===== src/rtl/core/irc_format_attribute_decoder_assert.svh =====
// ----------------------------------------------------------------------------
// irc_format_attribute_decoder_assert
// Assertion macros used by the formatting-code decoder top level.
// ----------------------------------------------------------------------------
`ifndef IRC_FORMAT_ATTRIBUTE_DECODER_ASSERT_SVH
`define IRC_FORMAT_ATTRIBUTE_DECODER_ASSERT_SVH

// Condition implies consequence in the same cycle.
`define IRC_FAD_ASSERT_NOW(label, clk, rst, cond, cons, msg) \
  label: assert property (@(posedge clk) disable iff (rst) (cond) |-> (cons)) \
    else $error(msg);

// Condition implies consequence in the next cycle.
`define IRC_FAD_ASSERT_NEXT(label, clk, rst, cond, cons, msg) \
  label: assert property (@(posedge clk) disable iff (rst) (cond) |=> (cons)) \
    else $error(msg);

`endif


===== src/rtl/core/irc_fad_pkg.sv =====
// ----------------------------------------------------------------------------
// irc_fad_pkg
// Types, codes and the color palette of the formatting-code decoder.
// ----------------------------------------------------------------------------
package irc_fad_pkg;

  localparam int RGB_W   = 24;
  localparam int CHAR_W  = 8;
  localparam int DIGIT_W = 7;
  localparam int IDX_W   = 4;
  localparam int PHASE_W = 3;
  localparam int CFG_IDX_W = 1;

  // Configuration register indexes
  localparam logic [CFG_IDX_W-1:0] REG_DEFAULT_FG = 1'b0;
  localparam logic [CFG_IDX_W-1:0] REG_DEFAULT_BG = 1'b1;

  localparam logic [RGB_W-1:0] DEFAULT_FG_RESET = 24'h000000;
  localparam logic [RGB_W-1:0] DEFAULT_BG_RESET = 24'hFFFFFF;

  // Color spec phases
  localparam logic [PHASE_W-1:0] PH_IDLE = 3'd0;
  localparam logic [PHASE_W-1:0] PH_FG0  = 3'd1;
  localparam logic [PHASE_W-1:0] PH_FG1  = 3'd2;
  localparam logic [PHASE_W-1:0] PH_FG2  = 3'd3;
  localparam logic [PHASE_W-1:0] PH_BG0  = 3'd4;
  localparam logic [PHASE_W-1:0] PH_BG1  = 3'd5;

  // Control bytes
  localparam logic [CHAR_W-1:0] CH_BOLD      = 8'd2;
  localparam logic [CHAR_W-1:0] CH_COLOR     = 8'd3;
  localparam logic [CHAR_W-1:0] CH_PLAIN     = 8'd15;
  localparam logic [CHAR_W-1:0] CH_REVERSE   = 8'd22;
  localparam logic [CHAR_W-1:0] CH_UNDERLINE = 8'd31;
  localparam logic [CHAR_W-1:0] CH_COMMA     = 8'h2C;
  localparam logic [CHAR_W-1:0] CH_ZERO      = 8'h30;
  localparam logic [CHAR_W-1:0] CH_NINE      = 8'h39;

  // Input stage contents
  typedef struct packed {
    logic              valid;
    logic [CHAR_W-1:0] byte_val;
    logic              last;
  } in_beat_t;

  // Display attribute state
  typedef struct packed {
    logic               bold_on;
    logic               underline_on;
    logic               reverse_on;
    logic               fg_chosen;
    logic               bg_chosen;
    logic [IDX_W-1:0]   chosen_fg_index;
    logic [IDX_W-1:0]   chosen_bg_index;
    logic [RGB_W-1:0]   shown_fg;
    logic [RGB_W-1:0]   shown_bg;
    logic               shown_bg_valid;
    logic [PHASE_W-1:0] spec_phase;
    logic [DIGIT_W-1:0] fg_digits;
    logic [DIGIT_W-1:0] bg_digits;
  } attr_state_t;

  // One decoded character beat
  typedef struct packed {
    logic [CHAR_W-1:0] char_val;
    logic [RGB_W-1:0]  fg;
    logic [RGB_W-1:0]  bg;
    logic              bg_present;
    logic              bold;
    logic              underline;
  } char_beat_t;

  localparam attr_state_t ST_RESET = '{
    bold_on:         1'b0,
    underline_on:    1'b0,
    reverse_on:      1'b0,
    fg_chosen:       1'b0,
    bg_chosen:       1'b0,
    chosen_fg_index: '0,
    chosen_bg_index: '0,
    shown_fg:        DEFAULT_FG_RESET,
    shown_bg:        '0,
    shown_bg_valid:  1'b0,
    spec_phase:      PH_IDLE,
    fg_digits:       '0,
    bg_digits:       '0
  };

  // 16-entry color palette
  function automatic logic [RGB_W-1:0] palette(input logic [IDX_W-1:0] idx);
    logic [RGB_W-1:0] rgb;
    case (idx)
      4'd0:    rgb = 24'hFFFFFF;
      4'd1:    rgb = 24'h000000;
      4'd2:    rgb = 24'h000080;
      4'd3:    rgb = 24'h008000;
      4'd4:    rgb = 24'hFF0000;
      4'd5:    rgb = 24'h800000;
      4'd6:    rgb = 24'h800080;
      4'd7:    rgb = 24'hFFA500;
      4'd8:    rgb = 24'hFFFF00;
      4'd9:    rgb = 24'h00FF00;
      4'd10:   rgb = 24'h008080;
      4'd11:   rgb = 24'h00FFFF;
      4'd12:   rgb = 24'h0000FF;
      4'd13:   rgb = 24'hFF00FF;
      4'd14:   rgb = 24'h808080;
      4'd15:   rgb = 24'hC0C0C0;
      default: rgb = 24'h000000;
    endcase
    return rgb;
  endfunction

endpackage


===== src/rtl/core/irc_fad_in_reg.sv =====
// ----------------------------------------------------------------------------
// irc_fad_in_reg
// Input register: captures one byte beat and holds it until decoded.
// ----------------------------------------------------------------------------
module irc_fad_in_reg (
  input  logic                         clk,
  input  logic                         rst,
  input  logic                         in_valid,
  output logic                         in_stall,
  input  logic [irc_fad_pkg::CHAR_W-1:0] byte_in,
  input  logic                         last,
  input  logic                         adv,
  output irc_fad_pkg::in_beat_t        beat
);
  import irc_fad_pkg::*;

  // Stage is free when empty or when its beat moves on this cycle
  assign in_stall = beat.valid && !adv;

  // Valid flag and payload of the held beat
  always_ff @(posedge clk) begin
    if (rst) begin
      beat.valid <= 1'b0;
    end else if (!in_stall) begin
      beat.valid <= in_valid;
    end
    if (in_valid && !in_stall) begin
      beat.byte_val <= byte_in;
      beat.last     <= last;
    end
  end

endmodule


===== src/rtl/core/irc_fad_core.sv =====
// ----------------------------------------------------------------------------
// irc_fad_core
// Attribute state, default color registers and the one-byte decode step.
// ----------------------------------------------------------------------------
module irc_fad_core (
  input  logic                               clk,
  input  logic                               rst,
  input  logic                               cfg_we,
  input  logic [irc_fad_pkg::CFG_IDX_W-1:0]  cfg_index,
  input  logic [irc_fad_pkg::RGB_W-1:0]      cfg_data,
  input  logic                               adv,
  input  irc_fad_pkg::in_beat_t              beat,
  output logic                               emit,
  output irc_fad_pkg::char_beat_t            res
);
  import irc_fad_pkg::*;

  logic [RGB_W-1:0] default_fg;
  logic [RGB_W-1:0] default_bg;
  attr_state_t      st;
  attr_state_t      st_next;

  logic [CHAR_W-1:0] b;
  logic              is_dig;
  logic              is_comma;
  logic [IDX_W-1:0]  d;
  logic              consumed;
  logic              do_apply;
  logic              have_fg;
  logic              have_bg;

  // Configuration registers
  always_ff @(posedge clk) begin
    if (rst) begin
      default_fg <= DEFAULT_FG_RESET;
      default_bg <= DEFAULT_BG_RESET;
    end else if (cfg_we) begin
      case (cfg_index)
        REG_DEFAULT_FG: default_fg <= cfg_data;
        REG_DEFAULT_BG: default_bg <= cfg_data;
        default: ;
      endcase
    end
  end

  assign b        = beat.byte_val;
  assign is_dig   = (b >= CH_ZERO) && (b <= CH_NINE);
  assign is_comma = (b == CH_COMMA);
  assign d        = b[IDX_W-1:0];

  // Decode step: open spec first, then control codes, then end of message
  always_comb begin
    st_next  = st;
    consumed = 1'b0;
    do_apply = 1'b0;
    have_fg  = 1'b0;
    have_bg  = 1'b0;
    emit     = 1'b0;

    // Feed an open color spec
    if (st.spec_phase != PH_IDLE) begin
      case (st.spec_phase)
        PH_FG0: begin
          if (is_dig) begin
            st_next.fg_digits  = {3'b000, d};
            st_next.spec_phase = PH_FG1;
            consumed = 1'b1;
          end
        end
        PH_FG1: begin
          if (is_dig) begin
            st_next.fg_digits  = st.fg_digits * 7'd10 + {3'b000, d};
            st_next.spec_phase = PH_FG2;
            consumed = 1'b1;
          end else if (is_comma) begin
            st_next.spec_phase = PH_BG0;
            consumed = 1'b1;
          end
        end
        PH_FG2: begin
          if (is_comma) begin
            st_next.spec_phase = PH_BG0;
            consumed = 1'b1;
          end
        end
        PH_BG0: begin
          if (is_dig) begin
            st_next.bg_digits  = {3'b000, d};
            st_next.spec_phase = PH_BG1;
            consumed = 1'b1;
          end
        end
        PH_BG1: begin
          if (is_dig) begin
            st_next.bg_digits  = st.bg_digits * 7'd10 + {3'b000, d};
            st_next.spec_phase = PH_IDLE;
            consumed = 1'b1;
            do_apply = 1'b1;
          end
        end
        default: ;
      endcase
      if (!consumed) begin
        do_apply = 1'b1;
      end
    end

    // Apply a finished spec; idle phase here means both bg digits came in
    if (do_apply) begin
      have_fg = (st_next.spec_phase != PH_FG0);
      have_bg = (st_next.spec_phase == PH_BG1) || (st_next.spec_phase == PH_IDLE);
      if (have_fg) begin
        if (st_next.fg_digits < 7'd16) begin
          st_next.fg_chosen       = 1'b1;
          st_next.chosen_fg_index = st_next.fg_digits[IDX_W-1:0];
          st_next.shown_fg        = palette(st_next.fg_digits[IDX_W-1:0]);
        end
      end else begin
        st_next.fg_chosen      = 1'b0;
        st_next.bg_chosen      = 1'b0;
        st_next.shown_fg       = default_fg;
        st_next.shown_bg       = '0;
        st_next.shown_bg_valid = 1'b0;
      end
      if (have_bg && (st_next.bg_digits < 7'd16)) begin
        st_next.bg_chosen       = 1'b1;
        st_next.chosen_bg_index = st_next.bg_digits[IDX_W-1:0];
        st_next.shown_bg        = palette(st_next.bg_digits[IDX_W-1:0]);
        st_next.shown_bg_valid  = 1'b1;
      end
      st_next.spec_phase = PH_IDLE;
      st_next.fg_digits  = '0;
      st_next.bg_digits  = '0;
    end

    // Control codes and printable bytes
    if (!consumed) begin
      case (b)
        CH_BOLD: st_next.bold_on = !st_next.bold_on;
        CH_PLAIN: begin
          st_next.shown_fg       = default_fg;
          st_next.shown_bg       = '0;
          st_next.shown_bg_valid = 1'b0;
          st_next.bold_on        = 1'b0;
          st_next.underline_on   = 1'b0;
          st_next.reverse_on     = 1'b0;
          st_next.fg_chosen      = 1'b0;
          st_next.bg_chosen      = 1'b0;
        end
        CH_REVERSE: begin
          if (!st_next.reverse_on) begin
            st_next.reverse_on     = 1'b1;
            st_next.shown_fg       = default_bg;
            st_next.shown_bg       = default_fg;
            st_next.shown_bg_valid = 1'b1;
          end else begin
            st_next.reverse_on = 1'b0;
            st_next.shown_fg   = st_next.fg_chosen ? palette(st_next.chosen_fg_index)
                                                   : default_fg;
            if (st_next.bg_chosen) begin
              st_next.shown_bg       = palette(st_next.chosen_bg_index);
              st_next.shown_bg_valid = 1'b1;
            end else begin
              st_next.shown_bg       = '0;
              st_next.shown_bg_valid = 1'b0;
            end
          end
        end
        CH_UNDERLINE: st_next.underline_on = !st_next.underline_on;
        CH_COLOR: begin
          // Color codes are dropped while reverse is on
          if (!st_next.reverse_on) begin
            st_next.spec_phase = PH_FG0;
            st_next.fg_digits  = '0;
            st_next.bg_digits  = '0;
          end
        end
        default: emit = 1'b1;
      endcase
    end

    // Character beat from the attributes in force
    res.char_val   = b;
    res.fg         = st_next.shown_fg;
    res.bg         = st_next.shown_bg_valid ? st_next.shown_bg : '0;
    res.bg_present = st_next.shown_bg_valid;
    res.bold       = st_next.bold_on;
    res.underline  = st_next.underline_on;

    // End of message clears the attribute state
    if (beat.last) begin
      st_next          = ST_RESET;
      st_next.shown_fg = default_fg;
    end
  end

  always_ff @(posedge clk) begin
    if (rst) begin
      st <= ST_RESET;
    end else if (adv) begin
      st <= st_next;
    end
  end

endmodule


===== src/rtl/core/irc_format_attribute_decoder.sv =====
// ----------------------------------------------------------------------------
// irc_format_attribute_decoder
// Chat text formatting-code decoder: bytes in, attributed characters out.
// ----------------------------------------------------------------------------
// Takes one message byte per cycle and keeps the bold, underline, reverse and
// color state of the text. Every byte that is not a control code or part of a
// color spec comes out as one beat with its colors and attributes; control
// bytes produce no beat. A byte is held in the input register and decoded in a
// single pass into the output register, which presents the beat; a new byte is
// taken every cycle unless the output register holds a beat that is stalled.
// The default colors are to be written through the configuration port only
// while no bytes are in flight; the block itself does not enforce this.
`include "irc_format_attribute_decoder_assert.svh"

module irc_format_attribute_decoder (
  input  logic                               clk,
  input  logic                               rst,
  // Configuration
  input  logic                               cfg_we,
  input  logic [irc_fad_pkg::CFG_IDX_W-1:0]  cfg_index,
  input  logic [irc_fad_pkg::RGB_W-1:0]      cfg_data,
  // Byte input
  input  logic                               in_valid,
  output logic                               in_stall,
  input  logic [irc_fad_pkg::CHAR_W-1:0]     byte_in,
  input  logic                               last,
  // Character output
  output logic                               out_valid,
  input  logic                               out_stall,
  output logic [irc_fad_pkg::CHAR_W-1:0]     char_out,
  output logic [irc_fad_pkg::RGB_W-1:0]      fg_rgb,
  output logic [irc_fad_pkg::RGB_W-1:0]      bg_rgb,
  output logic                               bg_present,
  output logic                               is_bold,
  output logic                               is_underlined
);
  import irc_fad_pkg::*;

  in_beat_t   beat;
  char_beat_t res;
  char_beat_t out_q;
  logic       emit;
  logic       adv;

  // Decode moves on when the output register can take a beat
  assign adv = beat.valid && (!out_valid || !out_stall);

  irc_fad_in_reg u_in_reg (
    .clk      (clk),
    .rst      (rst),
    .in_valid (in_valid),
    .in_stall (in_stall),
    .byte_in  (byte_in),
    .last     (last),
    .adv      (adv),
    .beat     (beat)
  );

  irc_fad_core u_core (
    .clk       (clk),
    .rst       (rst),
    .cfg_we    (cfg_we),
    .cfg_index (cfg_index),
    .cfg_data  (cfg_data),
    .adv       (adv),
    .beat      (beat),
    .emit      (emit),
    .res       (res)
  );

  // Output register
  always_ff @(posedge clk) begin
    if (rst) begin
      out_valid <= 1'b0;
    end else if (adv) begin
      out_valid <= emit;
    end else if (!out_stall) begin
      out_valid <= 1'b0;
    end
  end

  always_ff @(posedge clk) begin
    if (adv && emit) begin
      out_q <= res;
    end
  end

  assign char_out      = out_q.char_val;
  assign fg_rgb        = out_q.fg;
  assign bg_rgb        = out_q.bg;
  assign bg_present    = out_q.bg_present;
  assign is_bold       = out_q.bold;
  assign is_underlined = out_q.underline;

  // Checks
  `IRC_FAD_ASSERT_NOW(a_bg_cleared, clk, rst, out_valid && !bg_present, bg_rgb == '0,
    "background color set while no background applies")
  `IRC_FAD_ASSERT_NOW(a_stall_cause, clk, rst, in_stall, out_valid && out_stall,
    "input stalled while the output register is free")
  `IRC_FAD_ASSERT_NEXT(a_no_phantom, clk, rst, !out_valid && !adv, !out_valid,
    "output beat appeared without a decoded byte")

endmodule

===== config.mk =====
export PLATFORM = sky130hd
export DESIGN_NAME = irc_format_attribute_decoder
export DESIGN_NICKNAME = d
export VERILOG_FILES = /design/src/rtl/core/irc_fad_pkg.sv /design/src/rtl/core/irc_fad_in_reg.sv /design/src/rtl/core/irc_fad_core.sv /design/src/rtl/core/irc_format_attribute_decoder.sv
export VERILOG_INCLUDE_DIRS = /design/src /design/src/rtl/core
export SDC_FILE = /design/constraint.sdc
export NUM_CORES = 1
export LEC_CHECK = 0
export BUFFER_PORTS_ARGS = -buffer_cell sky130_fd_sc_hd__buf_2
export CAP_MARGIN = 0
export CORE_MARGIN = 4
export CORE_UTILIZATION = 45
export DETAILED_ROUTE_END_ITERATION = 12
export PLACE_DENSITY_LB_ADDON = 0.3
export SLEW_MARGIN = 20
export SYNTH_ARGS = -nofsm -noshare
export SYNTH_HDL_FRONTEND = slang
export SYNTH_SLANG_ARGS = --single-unit

===== constraint.sdc =====
create_clock -name clk -period 23.2 [get_ports clk]
set_input_delay 2.32 -clock clk [delete_from_list [all_inputs] [get_ports clk]]
set_output_delay 2.32 -clock clk [all_outputs]
set_load 0.05 [all_outputs]

==> impl_metrics.yaml <==
run_status:
  outcome: "complete, no violations"
route:
  routed_wirelength_mm: 32.9
  vias: 10200
  ant_nets: 0
  drc: 0
  initialDrtViolationCount: 1113
  first_pass_iters: 8
  post_drt_wl_per_cell_um: 20.0
  drt-vias-per-instance: 6.18
timing:
  finalHoldViolCount: 0
  tightestPinTransition_ps: 1110
  grt_setup_unrepaired: "no"
  clock.fmax_mhz: 192
  slew_headroom: 0.255
  tns_ps: 0
  slew_viol_final: 0
  finalWorstSetupSlack_ps: 17990
  fin_crit_ps: 5210
  setup_viol: 0
  skew_ps: 13.1
  finalCritPeriodShare: 0.225
global_route:
  antenna_found_initial: 0
  grt_pass1_vias: 9501
  grt_pass1_wl_mm: 52.4
  grt_max_degree: 63
  grt-ovfl-total: 0
  met1_usage: 0.355
  track_usage: 0.244
  grt_busiest_layer: "met2"
  grt_use_met3: 0.0444
  grtUsageMet2: 0.370
layout:
  nets: 1389
  area_growth_pct: 11.0
  fill_cells: 2237
  n_antenna_cell: 0
  instances_no_fill: 1643
  final_layout_size_suffix_gt1_frac: 0.140
  stdcell_area_mm2: 0.0122
  fin_util: 0.512
worst_setup_path:
  critical_path.max_fanout: 3
  arrival_ps: 2890
  path_class: "in2out"
  critPathTopFamily: "buffers and inverters"
  worstSetupEndpointType: "output port"
  slowest_delay_ps: 280
  start_kind: "input port"
  path_cells: "buf_2 -> and3_1 -> buf_2"
  cpMostUsedCell: "buf_2"
  crit_buf_inv: 2
  worstPathRequired_ps: 20880
  cp_slowest_cell: "buf_2"
clock_network:
  cts_tree: "done"
  cts_hold_buf: 0
  post_cts_buffers: 0
  numCtsBuffers: 17
  clk_path_buf_depth: 2
  clock_latency_ps: 440
  cts_root_buffer: "clkbuf_16"
  clk_pin_slew_worst_paths_ps: 70
  clkSinkCount: 197
  cts_resized: 0
  h-tree-depth: 4
synth:
  synth_common_cells: "nand2_1 (208), dfxtp_1 (129), o21ai_0 (90)"
  netlist_area_mm2: 0.0110
  synth_area_leaders: "dfxtp_1 (24%), edfxtp_1 (19%), nand2_1 (7.1%)"
  ys_ff_latch: 197
  synth_top_area_frac: 0.235
  synth.most_common_cell: "nand2_1"
  netlist_instances: 1269
  synth_flop_cell: "dfxtp_1"
  syn_nets: 1347
  postSynthAreaPerCell_um2: 8.65
  synth_cell_type_count: 87
  async_flop_share: 0
  yosysSeqAreaShare: 0.422
  synth_edf_count: 68
  yosys_warnings: 0
  synth_top_cell_by_area: "dfxtp_1"
pwr:
  cellInternalPower_uw: 532
  p_sw_uw: 198
  seqPwrFrac: 0.522
  p_sw_frac: 0.271
  power_frac_comb: 0.095
  p_per_area_mw_per_mm2: 60.0
  vdd_drop_max_uv: 39.1
  clkPwrFrac: 0.383
  p_leak_nw: 4.64
placement:
  dpl.hpwl_mm: 22.3
  dp.cells: 1611
  gp_congestion: 0.954
  placed_area_mm2: 0.0116
  port_buffers: 99
  place_ws_ps: 17990
floorplan:
  start_util: 0.462
  core_mm2: 0.0238
  die_area_mm2: 0.0269
  rows: 56
  die_h_um: 164
  top_level_ports: 100
  fp.dieW_um: 164
flow_run:
  max-cap-violations: 0
min_path:
  hp-class: "reg2reg"
[power groups by stage]
stage / Clock (mW) / Combinational [mW] / Sequential, mW
final: 0.280 / 0.0691 / 0.381
after global routing: 0.299 / 0.0750 / 0.383
after CTS: 0.283 / 0.0689 / 0.381
after detailed placement: 0 / 0.0684 / 0.389
after global placement: 0 / 0.0677 / 0.388
after floorplan: 0 / 0.0336 / 0.402
[sequential cells by signal, indices dropped and copies added, names as in the netlist]
signal / flops
bg_present: 1
bg_rgb: 24
char_out: 8
fg_rgb: 24
is_bold: 1
is_underlined: 1
out_valid: 1
u_core.default_bg: 24
u_core.default_fg: 24
u_core.st: 79
u_in_reg.beat: 10
[per-layer routing]
layer	wire length [um]	share of wire
met4	847	0.026
met2	14700	0.45
met1	14400	0.44
met3	2920	0.089
met5	0	0
[layout make-up]
class	instances	area [um2]	share of cell area
Clock buffer	22	454	0.0373
Clock inverter	10	90.1	0.00740
Inverter	39	146	0.0120
Multi-Input combinational cell	940	5840	0.479
Sequential cell	197	4620	0.380
Tap cell	319	399	0.0328
Timing Repair Buffer	116	623	0.0512
[worst min-delay path, stage by stage, from the launching register on]
cell and delay [ps]:
dfxtp_1 330, nand2_1 50, o21ai_0 50
[logic make-up after synthesis]
group / after synthesis / synth area share
AOI/OAI and AO/OA: 408 / 0.253
xor gates and xnor gates: 12 / 0.00958
adders and majority gates: 39 / 0.0472
buffers and inverters: 132 / 0.0495
DFF: 197 / 0.422
muxes: 22 / 0.0242
and+or+nand+nor: 459 / 0.195
[cell usage in the layout (no fill, tap or decap), types with 5 or more instances in the layout]
master	netlist	final
nand2_1	208	207
dfxtp_1	129	129
buf_2	11	99
o21ai_0	90	90
a21oi_1	88	88
nand3_1	72	72
nor2_1	70	68
edfxtp_1	68	68
inv_1	38	38
ha_1	35	35
a22oi_1	32	32
nor3_1	30	27
a31oi_1	24	24
a221oi_1	20	20
o211ai_1	19	19
clkbuf_16	0	17
buf_4	3	17
a22o_1	16	16
or3_1	14	14
and2_1	13	13
a21o_1	11	11
a211oi_1	10	10
a222oi_1	10	10
mux2i_1	10	9
xnor2_1	9	9
and3_1	8	8
mux2_2	8	8
o22ai_1	8	8
nor3_2	3	6
nand2b_1	6	6
o21ai_1	6	6
a211o_1	6	6
nor2b_1	6	6
a2bb2oi_1	6	6
a311oi_1	6	6
nand4_1	5	5
a32oi_1	5	5
[final timing paths]
check                    from             to  slack (ps)  depth (start not counted)
max                 out_stall       in_stall       17990                          3
max reg2reg  u_in_reg.beat[3]  u_core.st[51]       18440                         13
min             u_core.st[24]  u_core.st[24]         460                          2
min reg2reg     u_core.st[24]  u_core.st[24]         460                          2
[through the flow]
step                power, mW  hold slack (ps)
floorplan               0.435              424
global placement        0.456              440
detailed placement      0.457              442
CTS                     0.733              458
global route            0.756              492
finish                  0.730              461
No activity file was read; power rests on OpenSTA's default activity.
